`src/design/igrd_pkg.sv`:
```
`timescale 1ns / 1ps
// ----------------------------------------------------------------------------
// igrd_pkg
// Shared types and constants of the IMU gesture run detector.
// ----------------------------------------------------------------------------
package igrd_pkg;

  // Command carried with each item; code 3 is unused and treated as a no-op.
  typedef enum logic [1:0] {
    OP_SAMPLE = 2'd0,
    OP_START  = 2'd1,
    OP_STOP   = 2'd2
  } op_e;

  localparam int unsigned NUM_REGS = 8;
  localparam int unsigned ADDR_W   = 5;
  localparam int unsigned DATA_W   = 32;
  localparam int unsigned TOTAL_W  = 7;
  localparam int unsigned MIN_RUN_W = 16;

  // Register indexes (byte address = 4 * index)
  localparam logic [2:0] REG_X_UPPER      = 3'd0;
  localparam logic [2:0] REG_SIP_X_LOWER  = 3'd1;
  localparam logic [2:0] REG_EAT_X_LOWER  = 3'd2;
  localparam logic [2:0] REG_EAT_Z_UPPER  = 3'd3;
  localparam logic [2:0] REG_EAT_Z_LOWER  = 3'd4;
  localparam logic [2:0] REG_EAT_GYRO_MIN = 3'd5;
  localparam logic [2:0] REG_SIP_MIN_RUN  = 3'd6;
  localparam logic [2:0] REG_EAT_MIN_RUN  = 3'd7;

  // Reset bit patterns, 16 bits; zero-extended or truncated to sample width
  localparam logic [15:0] RST_X_UPPER      = 16'hFE00;  // -4 m/s2
  localparam logic [15:0] RST_SIP_X_LOWER  = 16'hFC00;  // -8 m/s2
  localparam logic [15:0] RST_EAT_X_LOWER  = 16'hFB80;  // -9 m/s2
  localparam logic [15:0] RST_EAT_Z_UPPER  = 16'h0380;  //  7 m/s2
  localparam logic [15:0] RST_EAT_Z_LOWER  = 16'h0100;  //  2 m/s2
  localparam logic [15:0] RST_EAT_GYRO_MIN = 16'h0960;  // 150 deg/s
  localparam logic [15:0] RST_SIP_MIN_RUN  = 16'd40;
  localparam logic [15:0] RST_EAT_MIN_RUN  = 16'd5;

  localparam logic [TOTAL_W-1:0] TOTAL_LAST = 7'd99;

  typedef struct packed {
    logic sip;
    logic eat;
  } qual_t;

  function automatic logic [TOTAL_W-1:0] total_next(input logic [TOTAL_W-1:0] c);
    total_next = (c >= TOTAL_LAST) ? '0 : c + 1'b1;
  endfunction

endpackage

```
`src/design/igrd_if.sv`:
```
`timescale 1ns / 1ps
// ----------------------------------------------------------------------------
// igrd_if
// Valid/ready channels for sample items and result items.
// ----------------------------------------------------------------------------
interface igrd_in_if #(
  parameter int unsigned SAMPLE_BITS = 16
);
  logic                          valid;
  logic                          ready;
  logic [1:0]                    op;
  logic signed [SAMPLE_BITS-1:0] acc_x;
  logic signed [SAMPLE_BITS-1:0] acc_y;
  logic signed [SAMPLE_BITS-1:0] acc_z;
  logic signed [SAMPLE_BITS-1:0] gyro_z;

  modport source (output valid, op, acc_x, acc_y, acc_z, gyro_z, input ready);
  modport sink   (input valid, op, acc_x, acc_y, acc_z, gyro_z, output ready);
endinterface

interface igrd_out_if;
  logic       valid;
  logic       ready;
  logic       sip_event;
  logic       eat_event;
  logic [6:0] sip_total;
  logic [6:0] eat_total;

  modport source (output valid, sip_event, eat_event, sip_total, eat_total, input ready);
  modport sink   (input valid, sip_event, eat_event, sip_total, eat_total, output ready);
endinterface

```
`src/design/igrd_cfg_regs.sv`:
```
`timescale 1ns / 1ps
// ----------------------------------------------------------------------------
// igrd_cfg_regs
// APB register file holding the detector windows and minimum run lengths.
// ----------------------------------------------------------------------------
module igrd_cfg_regs #(
  parameter int unsigned SAMPLE_BITS = 16
) (
  input  logic                              clk_i,
  input  logic                              rst_ni,
  input  logic                              psel,
  input  logic                              penable,
  input  logic                              pwrite,
  input  logic [igrd_pkg::ADDR_W-1:0]       paddr,
  input  logic [igrd_pkg::DATA_W-1:0]       pwdata,
  output logic [igrd_pkg::DATA_W-1:0]       prdata,
  output logic                              pready,
  output logic signed [SAMPLE_BITS-1:0]     x_upper_o,
  output logic signed [SAMPLE_BITS-1:0]     sip_x_lower_o,
  output logic signed [SAMPLE_BITS-1:0]     eat_x_lower_o,
  output logic signed [SAMPLE_BITS-1:0]     eat_z_upper_o,
  output logic signed [SAMPLE_BITS-1:0]     eat_z_lower_o,
  output logic signed [SAMPLE_BITS-1:0]     eat_gyro_min_o,
  output logic [igrd_pkg::MIN_RUN_W-1:0]    sip_min_run_o,
  output logic [igrd_pkg::MIN_RUN_W-1:0]    eat_min_run_o
);
  import igrd_pkg::*;

  logic [SAMPLE_BITS-1:0] x_upper_q, sip_x_lower_q, eat_x_lower_q;
  logic [SAMPLE_BITS-1:0] eat_z_upper_q, eat_z_lower_q, eat_gyro_min_q;
  logic [MIN_RUN_W-1:0]   sip_min_run_q, eat_min_run_q;
  logic                   wr_en;
  logic [2:0]             idx;
  logic [SAMPLE_BITS-1:0] wdata_s;

  assign pready  = 1'b1;
  assign wr_en   = psel & penable & pwrite;
  assign idx     = paddr[4:2];
  assign wdata_s = pwdata[SAMPLE_BITS-1:0];

  always_ff @(posedge clk_i or negedge rst_ni) begin
    if (!rst_ni) begin
      x_upper_q      <= SAMPLE_BITS'(RST_X_UPPER);
      sip_x_lower_q  <= SAMPLE_BITS'(RST_SIP_X_LOWER);
      eat_x_lower_q  <= SAMPLE_BITS'(RST_EAT_X_LOWER);
      eat_z_upper_q  <= SAMPLE_BITS'(RST_EAT_Z_UPPER);
      eat_z_lower_q  <= SAMPLE_BITS'(RST_EAT_Z_LOWER);
      eat_gyro_min_q <= SAMPLE_BITS'(RST_EAT_GYRO_MIN);
      sip_min_run_q  <= RST_SIP_MIN_RUN;
      eat_min_run_q  <= RST_EAT_MIN_RUN;
    end else if (wr_en) begin
      case (idx)
        REG_X_UPPER:      x_upper_q      <= wdata_s;
        REG_SIP_X_LOWER:  sip_x_lower_q  <= wdata_s;
        REG_EAT_X_LOWER:  eat_x_lower_q  <= wdata_s;
        REG_EAT_Z_UPPER:  eat_z_upper_q  <= wdata_s;
        REG_EAT_Z_LOWER:  eat_z_lower_q  <= wdata_s;
        REG_EAT_GYRO_MIN: eat_gyro_min_q <= wdata_s;
        REG_SIP_MIN_RUN:  sip_min_run_q  <= pwdata[MIN_RUN_W-1:0];
        REG_EAT_MIN_RUN:  eat_min_run_q  <= pwdata[MIN_RUN_W-1:0];
        default: ;
      endcase
    end
  end

  always_comb begin
    case (idx)
      REG_X_UPPER:      prdata = DATA_W'(x_upper_q);
      REG_SIP_X_LOWER:  prdata = DATA_W'(sip_x_lower_q);
      REG_EAT_X_LOWER:  prdata = DATA_W'(eat_x_lower_q);
      REG_EAT_Z_UPPER:  prdata = DATA_W'(eat_z_upper_q);
      REG_EAT_Z_LOWER:  prdata = DATA_W'(eat_z_lower_q);
      REG_EAT_GYRO_MIN: prdata = DATA_W'(eat_gyro_min_q);
      REG_SIP_MIN_RUN:  prdata = DATA_W'(sip_min_run_q);
      REG_EAT_MIN_RUN:  prdata = DATA_W'(eat_min_run_q);
      default:          prdata = '0;
    endcase
  end

  assign x_upper_o      = x_upper_q;
  assign sip_x_lower_o  = sip_x_lower_q;
  assign eat_x_lower_o  = eat_x_lower_q;
  assign eat_z_upper_o  = eat_z_upper_q;
  assign eat_z_lower_o  = eat_z_lower_q;
  assign eat_gyro_min_o = eat_gyro_min_q;
  assign sip_min_run_o  = sip_min_run_q;
  assign eat_min_run_o  = eat_min_run_q;

endmodule

```
`src/design/igrd_qualify.sv`:
```
`timescale 1ns / 1ps
// ----------------------------------------------------------------------------
// igrd_qualify
// Window checks deciding whether a sample qualifies for each detector.
// ----------------------------------------------------------------------------
module igrd_qualify #(
  parameter int unsigned SAMPLE_BITS = 16
) (
  input  logic signed [SAMPLE_BITS-1:0] acc_x_i,
  input  logic signed [SAMPLE_BITS-1:0] acc_y_i,
  input  logic signed [SAMPLE_BITS-1:0] acc_z_i,
  input  logic signed [SAMPLE_BITS-1:0] gyro_z_i,
  input  logic signed [SAMPLE_BITS-1:0] x_upper_i,
  input  logic signed [SAMPLE_BITS-1:0] sip_x_lower_i,
  input  logic signed [SAMPLE_BITS-1:0] eat_x_lower_i,
  input  logic signed [SAMPLE_BITS-1:0] eat_z_upper_i,
  input  logic signed [SAMPLE_BITS-1:0] eat_z_lower_i,
  input  logic signed [SAMPLE_BITS-1:0] eat_gyro_min_i,
  output igrd_pkg::qual_t               qual_o
);
  import igrd_pkg::*;

  logic x_below;

  // all bounds are exclusive
  assign x_below    = acc_x_i < x_upper_i;
  assign qual_o.sip = x_below && (acc_x_i > sip_x_lower_i) && (acc_y_i > acc_x_i);
  assign qual_o.eat = x_below && (acc_x_i > eat_x_lower_i) &&
                      (acc_z_i < eat_z_upper_i) && (acc_z_i > eat_z_lower_i) &&
                      (gyro_z_i > eat_gyro_min_i);

endmodule

```
`src/design/igrd_run_track.sv`:
```
`timescale 1ns / 1ps
// ----------------------------------------------------------------------------
// igrd_run_track
// Run-length counter and modulo-100 event count for one detector.
// ----------------------------------------------------------------------------
module igrd_run_track #(
  parameter int unsigned RUN_BITS = 16
) (
  input  logic                             clk_i,
  input  logic                             rst_ni,
  input  logic                             step_i,   // enabled sample processed
  input  logic                             clear_i,  // start or stop processed
  input  logic                             qual_i,
  input  logic [igrd_pkg::MIN_RUN_W-1:0]   min_run_i,
  output logic                             event_o,
  output logic [igrd_pkg::TOTAL_W-1:0]     total_d_o
);
  import igrd_pkg::*;

  localparam int unsigned CMP_W = (RUN_BITS > MIN_RUN_W) ? RUN_BITS : MIN_RUN_W;

  logic [RUN_BITS-1:0] run_q, run_d;
  logic [TOTAL_W-1:0]  total_q, total_d;
  logic                long_enough;

  assign long_enough = CMP_W'(run_q) >= CMP_W'(min_run_i);
  assign event_o     = step_i && !qual_i && long_enough;

  always_comb begin
    run_d   = run_q;
    total_d = total_q;
    if (clear_i) begin
      total_d = '0;
    end else if (step_i) begin
      if (qual_i) begin
        // saturate at all ones
        if (run_q != {RUN_BITS{1'b1}}) begin
          run_d = run_q + 1'b1;
        end
      end else begin
        run_d = '0;
        if (long_enough) begin
          total_d = total_next(total_q);
        end
      end
    end
  end

  assign total_d_o = total_d;

  always_ff @(posedge clk_i or negedge rst_ni) begin
    if (!rst_ni) begin
      run_q   <= '0;
      total_q <= '0;
    end else begin
      run_q   <= run_d;
      total_q <= total_d;
    end
  end

endmodule

```
`src/design/imu_gesture_run_detector.sv`:
```
`timescale 1ns / 1ps
// ----------------------------------------------------------------------------
// imu_gesture_run_detector
// Two window detectors counting runs of qualifying IMU samples.
// ----------------------------------------------------------------------------
// Usage:
//   in_ch  : valid/ready items carrying op (sample, start, stop) and the
//            acc_x/acc_y/acc_z/gyro_z fields.
//   out_ch : exactly one result item per input item: sip/eat event flags
//            and the modulo-100 event totals after that item.
//   APB    : eight window/run-length registers at byte address 4*index;
//            write only while no item is in flight.
//   An accepted item passes the input register, then the result register,
//   before result valid. Throughput is one item per cycle while out_ch does
//   not stall; the state update of each item is one compare-and-increment
//   pass between the two registers. When out_ch stalls, the result register
//   holds, the input register fills, and in_ch.ready drops only once both are occupied.
//   Reset disables the block, clears run counters and totals and loads the
//   register defaults; samples are ignored until a start item arrives.
// ----------------------------------------------------------------------------
module imu_gesture_run_detector #(
  parameter int unsigned RUN_BITS    = 16,
  parameter int unsigned SAMPLE_BITS = 16
) (
  input  logic                        clk_i,
  input  logic                        rst_ni,
  igrd_in_if.sink                     in_ch,
  igrd_out_if.source                  out_ch,
  input  logic                        psel,
  input  logic                        penable,
  input  logic                        pwrite,
  input  logic [igrd_pkg::ADDR_W-1:0] paddr,
  input  logic [igrd_pkg::DATA_W-1:0] pwdata,
  output logic [igrd_pkg::DATA_W-1:0] prdata,
  output logic                        pready
);
  import igrd_pkg::*;

  logic signed [SAMPLE_BITS-1:0] x_upper, sip_x_lower, eat_x_lower;
  logic signed [SAMPLE_BITS-1:0] eat_z_upper, eat_z_lower, eat_gyro_min;
  logic [MIN_RUN_W-1:0]          sip_min_run, eat_min_run;

  // input register
  logic                          in_valid_q;
  logic [1:0]                    op_q;
  logic signed [SAMPLE_BITS-1:0] acc_x_q, acc_y_q, acc_z_q, gyro_z_q;

  // result register
  logic               out_valid_q;
  logic               sip_event_q, eat_event_q;
  logic [TOTAL_W-1:0] sip_total_q, eat_total_q;

  logic               enabled_q, enabled_d;
  logic               advance, in_take;
  logic               step, clear;
  qual_t              qual;
  logic               sip_ev, eat_ev;
  logic [TOTAL_W-1:0] sip_total_d, eat_total_d;

  igrd_cfg_regs #(.SAMPLE_BITS(SAMPLE_BITS)) u_cfg (
    .clk_i, .rst_ni, .psel, .penable, .pwrite, .paddr, .pwdata, .prdata, .pready,
    .x_upper_o      (x_upper),
    .sip_x_lower_o  (sip_x_lower),
    .eat_x_lower_o  (eat_x_lower),
    .eat_z_upper_o  (eat_z_upper),
    .eat_z_lower_o  (eat_z_lower),
    .eat_gyro_min_o (eat_gyro_min),
    .sip_min_run_o  (sip_min_run),
    .eat_min_run_o  (eat_min_run)
  );

  assign advance      = in_valid_q && (!out_valid_q || out_ch.ready);
  assign in_ch.ready  = !in_valid_q || advance;
  assign in_take      = in_ch.valid && in_ch.ready;

  always_comb begin
    step      = 1'b0;
    clear     = 1'b0;
    enabled_d = enabled_q;
    if (advance) begin
      case (op_e'(op_q))
        OP_SAMPLE: step = enabled_q;
        OP_START: begin
          clear     = 1'b1;
          enabled_d = 1'b1;
        end
        OP_STOP: begin
          clear     = 1'b1;
          enabled_d = 1'b0;
        end
        default: ;  // unused code: ignored
      endcase
    end
  end

  igrd_qualify #(.SAMPLE_BITS(SAMPLE_BITS)) u_qualify (
    .acc_x_i        (acc_x_q),
    .acc_y_i        (acc_y_q),
    .acc_z_i        (acc_z_q),
    .gyro_z_i       (gyro_z_q),
    .x_upper_i      (x_upper),
    .sip_x_lower_i  (sip_x_lower),
    .eat_x_lower_i  (eat_x_lower),
    .eat_z_upper_i  (eat_z_upper),
    .eat_z_lower_i  (eat_z_lower),
    .eat_gyro_min_i (eat_gyro_min),
    .qual_o         (qual)
  );

  igrd_run_track #(.RUN_BITS(RUN_BITS)) u_sip (
    .clk_i, .rst_ni,
    .step_i    (step),
    .clear_i   (clear),
    .qual_i    (qual.sip),
    .min_run_i (sip_min_run),
    .event_o   (sip_ev),
    .total_d_o (sip_total_d)
  );

  igrd_run_track #(.RUN_BITS(RUN_BITS)) u_eat (
    .clk_i, .rst_ni,
    .step_i    (step),
    .clear_i   (clear),
    .qual_i    (qual.eat),
    .min_run_i (eat_min_run),
    .event_o   (eat_ev),
    .total_d_o (eat_total_d)
  );

  always_ff @(posedge clk_i or negedge rst_ni) begin
    if (!rst_ni) begin
      in_valid_q  <= 1'b0;
      out_valid_q <= 1'b0;
      enabled_q   <= 1'b0;
    end else begin
      enabled_q <= enabled_d;
      if (in_ch.ready) begin
        in_valid_q <= in_ch.valid;
      end
      if (advance) begin
        out_valid_q <= 1'b1;
      end else if (out_ch.ready) begin
        out_valid_q <= 1'b0;
      end
    end
  end

  always_ff @(posedge clk_i) begin
    if (in_take) begin
      op_q     <= in_ch.op;
      acc_x_q  <= in_ch.acc_x;
      acc_y_q  <= in_ch.acc_y;
      acc_z_q  <= in_ch.acc_z;
      gyro_z_q <= in_ch.gyro_z;
    end
    if (advance) begin
      sip_event_q <= sip_ev;
      eat_event_q <= eat_ev;
      sip_total_q <= sip_total_d;
      eat_total_q <= eat_total_d;
    end
  end

  assign out_ch.valid     = out_valid_q;
  assign out_ch.sip_event = sip_event_q;
  assign out_ch.eat_event = eat_event_q;
  assign out_ch.sip_total = sip_total_q;
  assign out_ch.eat_total = eat_total_q;

endmodule
```
`src/flat_wrapper.sv`:
```
// flat-port wrapper written by rule: the top's interface ports become plain ports
module imu_gesture_run_detector_flat import igrd_pkg::*;
#(
  parameter int unsigned RUN_BITS    = 16,
  parameter int unsigned SAMPLE_BITS = 16
)
  (clk_i, rst_ni, psel, penable, pwrite, paddr, pwdata, prdata, pready, in_ch_valid, in_ch_op, in_ch_acc_x, in_ch_acc_y, in_ch_acc_z, in_ch_gyro_z, in_ch_ready, out_ch_valid, out_ch_sip_event, out_ch_eat_event, out_ch_sip_total, out_ch_eat_total, out_ch_ready);
  igrd_in_if #(.SAMPLE_BITS(SAMPLE_BITS)) in_ch_i ();
  igrd_out_if out_ch_i ();
  input  logic clk_i;
  input  logic rst_ni;
  input  logic psel;
  input  logic penable;
  input  logic pwrite;
  input  logic [igrd_pkg::ADDR_W-1:0] paddr;
  input  logic [igrd_pkg::DATA_W-1:0] pwdata;
  output logic [igrd_pkg::DATA_W-1:0] prdata;
  output logic pready;
  input wire logic [$bits(in_ch_i.valid)-1:0] in_ch_valid;
  input wire logic [$bits(in_ch_i.op)-1:0] in_ch_op;
  input wire logic [$bits(in_ch_i.acc_x)-1:0] in_ch_acc_x;
  input wire logic [$bits(in_ch_i.acc_y)-1:0] in_ch_acc_y;
  input wire logic [$bits(in_ch_i.acc_z)-1:0] in_ch_acc_z;
  input wire logic [$bits(in_ch_i.gyro_z)-1:0] in_ch_gyro_z;
  output wire logic [$bits(in_ch_i.ready)-1:0] in_ch_ready;
  output wire logic [$bits(out_ch_i.valid)-1:0] out_ch_valid;
  output wire logic [$bits(out_ch_i.sip_event)-1:0] out_ch_sip_event;
  output wire logic [$bits(out_ch_i.eat_event)-1:0] out_ch_eat_event;
  output wire logic [$bits(out_ch_i.sip_total)-1:0] out_ch_sip_total;
  output wire logic [$bits(out_ch_i.eat_total)-1:0] out_ch_eat_total;
  input wire logic [$bits(out_ch_i.ready)-1:0] out_ch_ready;
  assign in_ch_i.valid = in_ch_valid;
  assign in_ch_i.op = in_ch_op;
  assign in_ch_i.acc_x = in_ch_acc_x;
  assign in_ch_i.acc_y = in_ch_acc_y;
  assign in_ch_i.acc_z = in_ch_acc_z;
  assign in_ch_i.gyro_z = in_ch_gyro_z;
  assign in_ch_ready = in_ch_i.ready;
  assign out_ch_valid = out_ch_i.valid;
  assign out_ch_sip_event = out_ch_i.sip_event;
  assign out_ch_eat_event = out_ch_i.eat_event;
  assign out_ch_sip_total = out_ch_i.sip_total;
  assign out_ch_eat_total = out_ch_i.eat_total;
  assign out_ch_i.ready = out_ch_ready;
  imu_gesture_run_detector #(.RUN_BITS(RUN_BITS), .SAMPLE_BITS(SAMPLE_BITS)) u_core (.clk_i(clk_i), .rst_ni(rst_ni), .in_ch(in_ch_i), .out_ch(out_ch_i), .psel(psel), .penable(penable), .pwrite(pwrite), .paddr(paddr), .pwdata(pwdata), .prdata(prdata), .pready(pready));
endmodule
```
`config.mk`:
```
export PLATFORM = sky130hd
export DESIGN_NAME = imu_gesture_run_detector_flat
export DESIGN_NICKNAME = d
export VERILOG_FILES = /design/src/design/igrd_pkg.sv /design/src/design/igrd_if.sv /design/src/design/igrd_cfg_regs.sv /design/src/design/igrd_qualify.sv /design/src/design/igrd_run_track.sv /design/src/design/imu_gesture_run_detector.sv /design/src/flat_wrapper.sv
export SDC_FILE = /design/constraint.sdc
export NUM_CORES = 1
export LEC_CHECK = 0
export BUFFER_PORTS_ARGS = -buffer_cell sky130_fd_sc_hd__buf_4
export CORE_MARGIN = 5
export CORE_UTILIZATION = 64
export DETAILED_ROUTE_END_ITERATION = 8
export PLACE_DENSITY_LB_ADDON = 0.2
export SYNTH_ARGS = -nofsm -noshare
export SYNTH_HDL_FRONTEND = slang
export SYNTH_HIERARCHICAL = 1
export SYNTH_SLANG_ARGS = --single-unit
export TNS_END_PERCENT = 20
```
`constraint.sdc`:
```
create_clock -name clk_i -period 9.2 [get_ports clk_i]
set_input_delay 0.46 -clock clk_i [delete_from_list [all_inputs] [get_ports clk_i]]
set_output_delay 0.46 -clock clk_i [all_outputs]
set_load 0.02 [all_outputs]
```
* Word level (Yosys, flattened, before mapping)
Cells that the tools add are included.
Widths: inputs -> output; s select.
** Word-level totals
- Register bits after elaboration :: 259
- Output and inout bits :: 51
** Operators by class
- Add/sub/neg operators :: 4
- Magnitude comparators :: 11
- Eq/ne operators :: 13
- Mux-type cells :: 22
- Bitwise gates (word level) :: 3
- Reduce and logical (&&, ||, !) cells :: 34
** Operators with widths (count)
- $pmux 32 s8 :: 1
- $gt 16x16->1 :: 5
- $mux 7 :: 10
- $mux 16 :: 4
- $add 16x1->16 const B :: 2
- $ge 16x16->1 :: 2
- $lt 16x16->1 :: 2
- $ne 16x16->1 const B :: 2
- $reduce_and 2->1 :: 9
- $add 7x1->7 const B :: 2
- $ge 7x7->1 const B :: 2
- $eq 3x3->1 const B :: 4
- $logic_and 1x1->1 :: 12
- $eq 3x2->1 const B :: 2
- $mux 1 :: 6
- $reduce_and 3->1 :: 2
- $logic_not 1->1 :: 4
- $ne 2x1->1 const B :: 2
- $reduce_bool 2->1 :: 2
- $eq 3x1->1 const B :: 1
- $logic_not 3->1 :: 1
- $and 1x1->1 :: 2
- $eq 2x1->1 const B :: 1
- $eq 2x2->1 const B :: 1
- 5 further kinds :: 6

* Longest topological paths before layout
Gate-level depths: netlist of run 1.
- Depth after elaboration :: 8
- Gate-level depth with buffers :: 16
- Mapped depth without buffers :: 15

* Modules after synthesis
The synthesis of run 1 kept the hierarchy.
** By module, submodules not included
- igrd_cfg_regs :: times used 1, cells an instance 436, area each 6063.3 µm²
- igrd_run_track :: times used 2, cells an instance 196, area each 1707.9 µm²
- igrd_qualify :: times used 1, cells an instance 399, area each 2831.5 µm²
- imu_gesture_run_detector :: times used 1, cells an instance 99, area each 2648.8 µm²

* Least setup slack after synthesis of run 1
Ideal clock, no wire load.
- Kind :: flip-flop to flip-flop
- From :: register u_core.acc_z_q[5]
- To :: register u_core.eat_total_q[6], in the netlist u_core/out_ch.eat_total[6] (data pin)
- Arrival :: 3.038 ns
- Setup slack :: 5.876 ns
- Stages on the path, launching flop included :: 15
- Period minus slack after synthesis :: 3.324 ns
- Path through :: edfxtp_1 ha_1 a21o_1 a21o_1 a21oi_2 o21ai_2 a2111oi_4 nand3_1 a2111oi_2 clkbuf_1 nor2b_1 a22oi_1 o21ai_2 a31oi_1 a211oi_1
** RTL lines
- start, declared :: line imu_gesture_run_detector.sv:46 : logic signed [SAMPLE_BITS-1:0] acc_x_q, acc_y_q, acc_z_q, gyro_z_q;
- start signal, assigned :: line imu_gesture_run_detector.sv:153 : acc_z_q <= in_ch.acc_z;
- end signal, assigned :: line imu_gesture_run_detector.sv:160 : eat_total_q <= eat_total_d;
- end, declared :: line imu_gesture_run_detector.sv:51 : logic [TOTAL_W-1:0] sip_total_q, eat_total_q;

==> flow_summary.toml, run 1 <==
[floorplan]
num_rows = 56
core-area_um2 = 23300
fp.dieH_um = 163
initial_core_util_pct = 64.3
die_w_um = 163
die_area_um2 = 26500
ios = 161

[final_layout]
nets = 1707
drive_above_1_share_pct = 25.6
multiInputGateArea_um2 = 7120
fill_cells = 1678
diodes = 0
area_delta_synth_final_pct = 13.4
regArea_um2 = 6930
fin_area_um2 = 17000

[critical_path]
crit_fanout = 11
cp_top_family = "compound AO/OA/AOI/OAI gates"
critPathSlowestCell = "dfstp_2"
critical_path_class = "register to register"
cp.required_ns = 9.53
cp_num_buf_inv = 2
arrival_ns = 4.34
endpoint_kind = "register"
crit_chain = "inv_1 -> ha_1 -> nand4_1 -> nor2_1 -> a21o_1 -> a31oi_1 -> nand4b_1 -> o221ai_1 -> a2111oi_2 -> buf_4 -> nor2b_1 -> nand2_1 -> o21ai_2 -> a31oi_1 -> a211oi_1"
critPathMaxStageDelay_ns = 0.55
start_kind = "register"
cpMostUsedCell = "a31oi_1"

[power]
p_leak_uw = 0.00779
powerDensity_nw_per_um2 = 195
ir_drop_mv = 0.168
power.total_uw = 3300

[clocking]
cts.clk_slew.worst_paths_ns = 0.06
clock_path_buffers = 3
cts_root_buf = "clkbuf_16"
cts_resized = 0
ctsHtreeMaxLevel = 1
holdBufCountCts = 0
cts_inserted_buffers = 28
clock_sinks = 259
tritoncts = "yes"
worst_skew_pair.late_latency_ns = 0.55
cts_setup_buffers = 0

[yosys]
yosys_warnings = 6
async_reset_ff_share_pct = 68.3
synth_area_um2 = 15000
syn_area_per_cell_um2 = 11.3
synth_edf_count = 82
yosys_most_used_dff = "dfrtp_1"
ys_ff_latch = 259
synth_cells = 1326
seq_area_frac_synth_pct = 46.3
synth.distinct_cells = 77

[sta]
fin_skew_ns = 0.0162
max_freq_mhz = 249
setup_viol = 0
worst_pin_slew_ns = 1.22
finalSetupTns_ns = 0
slew_headroom_pct = 18.5
finalHoldViolations = 0
min_period_ns = 4.01
min_period_over_period_pct = 43.6
setup_ws_ns = 5.19
finalMaxSlewViolations = 0
rsz0062_at_grt = "false"

[route]
ant_nets = 0
route.detailed.drc = 0
dr.first_iter.drc_count = 854
drt_pass1_iterations = 5
post_drt_wl_per_cell_um = 20.6
wirelength_um = 36800
via_per_inst = 5.98
vias = 10700

[global_routing]
grt_use_total_pct = 27.8
grt_first_pass_wirelength_um = 58100
antenna_found_initial = 0
grt_pass1_vias = 10700
grt_max_degree = 108
overflow = 0

[outcome]
status = "completed"

[placed_design]
dp_hpwl_um = 26800
gp_congestion = 0.879
place_ws_ns = 5.40
io_buffers = 125
dpl_cell_area_um2 = 16100

[min_path]
min_path_type = "primary input to async pin"

[flow_run]
max_cap_violations = 0
## worst reg2reg max path, stage by stage, from the launching register on
cell and delay [ns]:
dfstp_2 0.55, inv_1 0.06, ha_1 0.32, nand4_1 0.14, nor2_1 0.10, a21o_1 0.17, a31oi_1 0.33, nand4b_1 0.17
o221ai_1 0.44, a2111oi_2 0.10, buf_4 0.21, nor2b_1 0.20, nand2_1 0.11, o21ai_2 0.40, a31oi_1 0.15, a211oi_1 0.34
## final cells by class
class                           count  share of cell area (%)
Timing Repair Buffer              130                    5.78
Tap cell                          319                    2.35
Inverter                          171                    3.78
Sequential cell                   259                    40.9
Multi-Input combinational cell    859                    42.0
Clock buffer                       39                    4.79
Clock inverter                     13                   0.450
## power by group
| part | internal, uW | switching, uW | total, uW |
|---|---|---|---|
| sequential | 1360 | 150 | 1510 |
| clock | 616 | 463 | 1080 |
| combinational | 327 | 385 | 712 |
## kinds of logic after synthesis
family | after synthesis | share of synthesized area, %
AND/OR/NAND/NOR | 280 | 10.3
flip-flops | 259 | 46.3
buffers and inverters | 223 | 6.44
AO/OA/AOI/OAI | 210 | 9.66
multiplexers | 186 | 13.8
adder cells (fa/ha/maj) | 148 | 12.4
XOR/XNOR | 18 | 1.05
other | 2 | 0.0502
## metrics by stage
step	hold slack [ns]	util [%]	std cells
floorplan	0.164	-	1341
global placement	0.487	69.1	1738
detailed placement	0.497	69.1	1738
CTS	0.0633	72.9	1790
global route	0.0633	72.9	1790
finish	0.0456	72.9	1790
## layer usage
metal  global-route usage, %  routed length [um]  up-vias
met2                    44.5               16800      406
met4                    10.3                1560        0
met1                    38.7               15900     5235
met3                    4.43                2590       95
met5                       0                   0        -
li1                        -                   -     4964
## worst paths after layout
check	startpoint	to	slack [ns]	cells after the start
worst max-delay path	u_core/u_cfg/eat_x_lower_o[15]	u_core/out_ch.eat_total[6]	5.19	15
worst min-delay path	rst_ni	u_core/u_cfg/eat_z_upper_o[5]	0.05	1
worst max register to register	u_core/u_cfg/eat_x_lower_o[15]	u_core/out_ch.eat_total[6]	5.19	15
worst min register to register	u_core/in_valid_q	u_core/out_ch.valid	0.51	1
max in group asynchronous	rst_ni	u_core/u_cfg/sip_min_run_o[13]	7.62	2
min in group clk_i	in_ch_acc_z[10]	u_core/acc_z_q[10]	0.08	1
## cells in the mapped netlist (19+ instances only)
library cell  instances  area share [%]
inv_1               167             4.2
ha_1                148              12
dfrtp_1             144              24
mux2_2              118             8.9
edfxtp_1             82              16
nand2_1              65             1.6
a21oi_1              62             2.1
mux2i_1              58             3.9
nor2_1               53             1.3
dfstp_2              33             5.8
nand4_1              28             1.2
nand3_1              27            0.90
o21ai_0              26            0.87
buf_4                19            0.95
## cell usage in the layout, fill, tap and decap left out, types with 18 or more instances in the layout
master	count
a21o_1	18
a21oi_1	62
buf_4	129
clkbuf_16	29
dfrtp_1	144
dfstp_2	33
edfxtp_1	82
ha_1	148
inv_1	167
mux2_2	118
mux2i_1	58
nand2_1	65
nand3_1	27
nand4_1	28
nor2_1	53
o21ai_0	26
Note: power is estimated with default switching activity, not from simulation.
==> run 2: changes to the inputs <==
--- a/config.mk
+++ b/config.mk
@@ -7,7 +7,7 @@
 export LEC_CHECK = 0
 export BUFFER_PORTS_ARGS = -buffer_cell sky130_fd_sc_hd__buf_4
 export CORE_MARGIN = 5
-export CORE_UTILIZATION = 64
+export CORE_UTILIZATION = 54
 export DETAILED_ROUTE_END_ITERATION = 8
 export PLACE_DENSITY_LB_ADDON = 0.2
 export SYNTH_ARGS = -nofsm -noshare
==> constraint.sdc (replaced) <==
create_clock -name clk_i -period 3.4 [get_ports clk_i]
set_input_delay 0.17 -clock clk_i [delete_from_list [all_inputs] [get_ports clk_i]]
set_output_delay 0.17 -clock clk_i [all_outputs]
set_load 0.02 [all_outputs]
==> flow_summary.toml, run 2 (synthesis gave the netlist of run 1 again) <==
[flow_run]
max_cap_violations = 0

[critical_path]
cp_top_family = "compound AO/OA/AOI/OAI gates"
cp.required_ns = 3.71
reg2regPathDepth = 15
cp_num_buf_inv = 2
crit_chain = "ha_1 -> and4_1 -> nand2_1 -> a211oi_1 -> buf_4 -> nor2_1 -> nand3_1 -> o221ai_2 -> a2111oi_4 -> buf_4 -> nor2b_4 -> a22oi_2 -> o21ai_4 -> mux2i_1 -> a21oi_2"
start_kind = "register"
crit_fanout = 5
critical_path_class = "register to register"
endpoint_kind = "register"
path_depth = 15
arrival_ns = 3.76
critPathSlowestCell = "edfxtp_1"
cpMostUsedCell = "buf_4"
critPathMaxStageDelay_ns = 0.47

[sta]
min_period_over_period_pct = 101
finalMaxSlewViolations = 0
holdWs_ns = 0.0185
slew_headroom_pct = 29.7
setup_viol = 5
fin_skew_ns = 0.0365
worst_pin_slew_ns = 1.05
max_freq_mhz = 290
setup_ws_ns = -0.0505
rsz0062_at_grt = "true"
min_period_ns = 3.45
finalHoldViolations = 0

[final_layout]
area_delta_synth_final_pct = 25.2
fill_cells = 2098
final_common_cell = "buf_4"
nets = 1856
multiInputGateArea_um2 = 7460
regArea_um2 = 6930
drive_above_1_share_pct = 29.5
final_cell_mix = "186 x buf_4, 166 x inv_1, 144 x dfrtp_1, 140 x ha_1, 118 x mux2_2"

[route]
drt_pass1_iterations = 5
route.detailed.drc = 0
post_drt_wl_per_cell_um = 19.6
wirelength_um = 39300
ant_nets = 0
dr.first_iter.drc_count = 735
via_per_inst = 5.58
vias = 11200

[clocking]
clock_path_buffers = 3
tritoncts = "yes"
ctsHtreeMaxLevel = 1
cts_inserted_buffers = 29
cts.clk_slew.worst_paths_ns = 0.06
worst_skew_pair.late_latency_ns = 0.57
clock_sinks = 259
cts_root_buf = "clkbuf_16"

[placed_design]
io_buffers = 125
gp_congestion = 0.900
dp_hpwl_um = 27900

[power]
p_int_uw = 6520
power.total_uw = 9300
swShare_pct = 29.9
powerDensity_nw_per_um2 = 497
p_leak_uw = 0.00854
seqPwrFrac_pct = 43.2
pwr-share-comb_pct = 24.4
p_switching_uw = 2790
p_clk_share_pct = 32.4
ir_drop_mv = 0.419

[floorplan]
fp.dieH_um = 176
ios = 161
die_area_um2 = 31100
die_w_um = 176
num_rows = 61
initial_core_util_pct = 54.3
core-area_um2 = 27600

[outcome]
violations = "setup timing"
status = "finished with violations"

[global_routing]
grt_pass1_vias = 11500
grt_first_pass_wirelength_um = 61300
overflow = 0
grt_use_total_pct = 24.8
grt_max_degree = 74
antenna_found_initial = 1

[min_path]
min_path_type = "primary input to register"
whs_path_depth = 3
## run 2: cell types whose count changed in the layout (fill, tap and decap cells not counted), moves of 4 or more
cell           before  now
buf_4             129  186
ha_1              148  140
dlygate4sd3_1       0   85
a211oi_1           10    6
a211oi_2            0    4
ha_4                0    8
## run 2: area by class of cell
type	instances	area share [%]
sequential	259	37.0
multi-input combinational	862	39.9
inverter	171	3.43
antenna	1	0.0134
clock inverter	16	0.682
clock buffer	38	4.16
timing repair buffer	275	12.3
tap	378	2.53
## run 2: final timing paths
| check | from | endpoint | slack (ns) |
|---|---|---|---|
| max | u_core/acc_z_q[12] | u_core/out_ch.eat_total[4] | -0.05 |
| min | out_ch_ready | u_core/out_ch.valid | 0.02 |
| max reg2reg | u_core/acc_z_q[12] | u_core/out_ch.eat_total[4] | -0.05 |
| min reg2reg | u_core/in_valid_q | u_core/out_ch.valid | 0.51 |
| max in group asynchronous | rst_ni | u_core/u_cfg/eat_z_upper_o[10] | 2.07 |
| min in group asynchronous | rst_ni | u_core/u_cfg/sip_min_run_o[8] | 0.23 |
## run 2: timing repair
action	in CTS	in global routing
pin swaps	12	25
hold endpoints to repair	240	0
gates cloned	2	1
setup buffers	2	8
endpoints found under the setup margin	39	62
hold buffers	85	0
gates resized for setup	9	46
## run 2: worst min-delay path, delay by kind of cell
kind / cells / cell delay (ns)
AND/OR/NAND/NOR: 2 / 0.27
buffers and inverters: 1 / 0.11
## run 2: power groups by stage
| stage | Sequential [uW] | Clock (uW) | Combinational, uW |
|---|---|---|---|
| 2_1_floorplan | 3960 | 0 | 1330 |
| 3_3_place_gp | 4050 | 0 | 1960 |
| 3_5_place_dp | 4070 | 0 | 2030 |
| 4_1_cts | 4010 | 3060 | 2150 |
| 5_1_grt | 4070 | 3190 | 2510 |
| 6_report | 4020 | 3020 | 2270 |
## run 2: layer usage
metal  share of wire (%)  routed length [um]  vias to the layer above  GRT usage, %
met4                 2.6                1020                        0          6.67
met3                 5.0                1950                       69          3.08
li1                    -                   -                     5281             -
met5                   0                   0                        -             0
met1                  44               17100                     5496          34.1
met2                  49               19200                      308          42.0
## run 2: per-stage QoR
| step | cell area, um^2 | worst slack (ns) | utilization, % | TNS (ns) | std cells |
|---|---|---|---|---|---|
| final | 18700 | -0.0505 | 68.0 | -0.110 | 2000 |
| after global routing | 18700 | -0.183 | 68.0 | -2.43 | 2000 |
| after CTS | 18400 | -0.152 | 66.7 | -1.61 | 1990 |
| after detailed placement | 16500 | -0.166 | 60.0 | -2.07 | 1847 |
| after global placement | 16500 | -0.0526 | 60.0 | -0.163 | 1847 |
| after floorplan | 15000 | 0.0759 | - | 0 | 1341 |
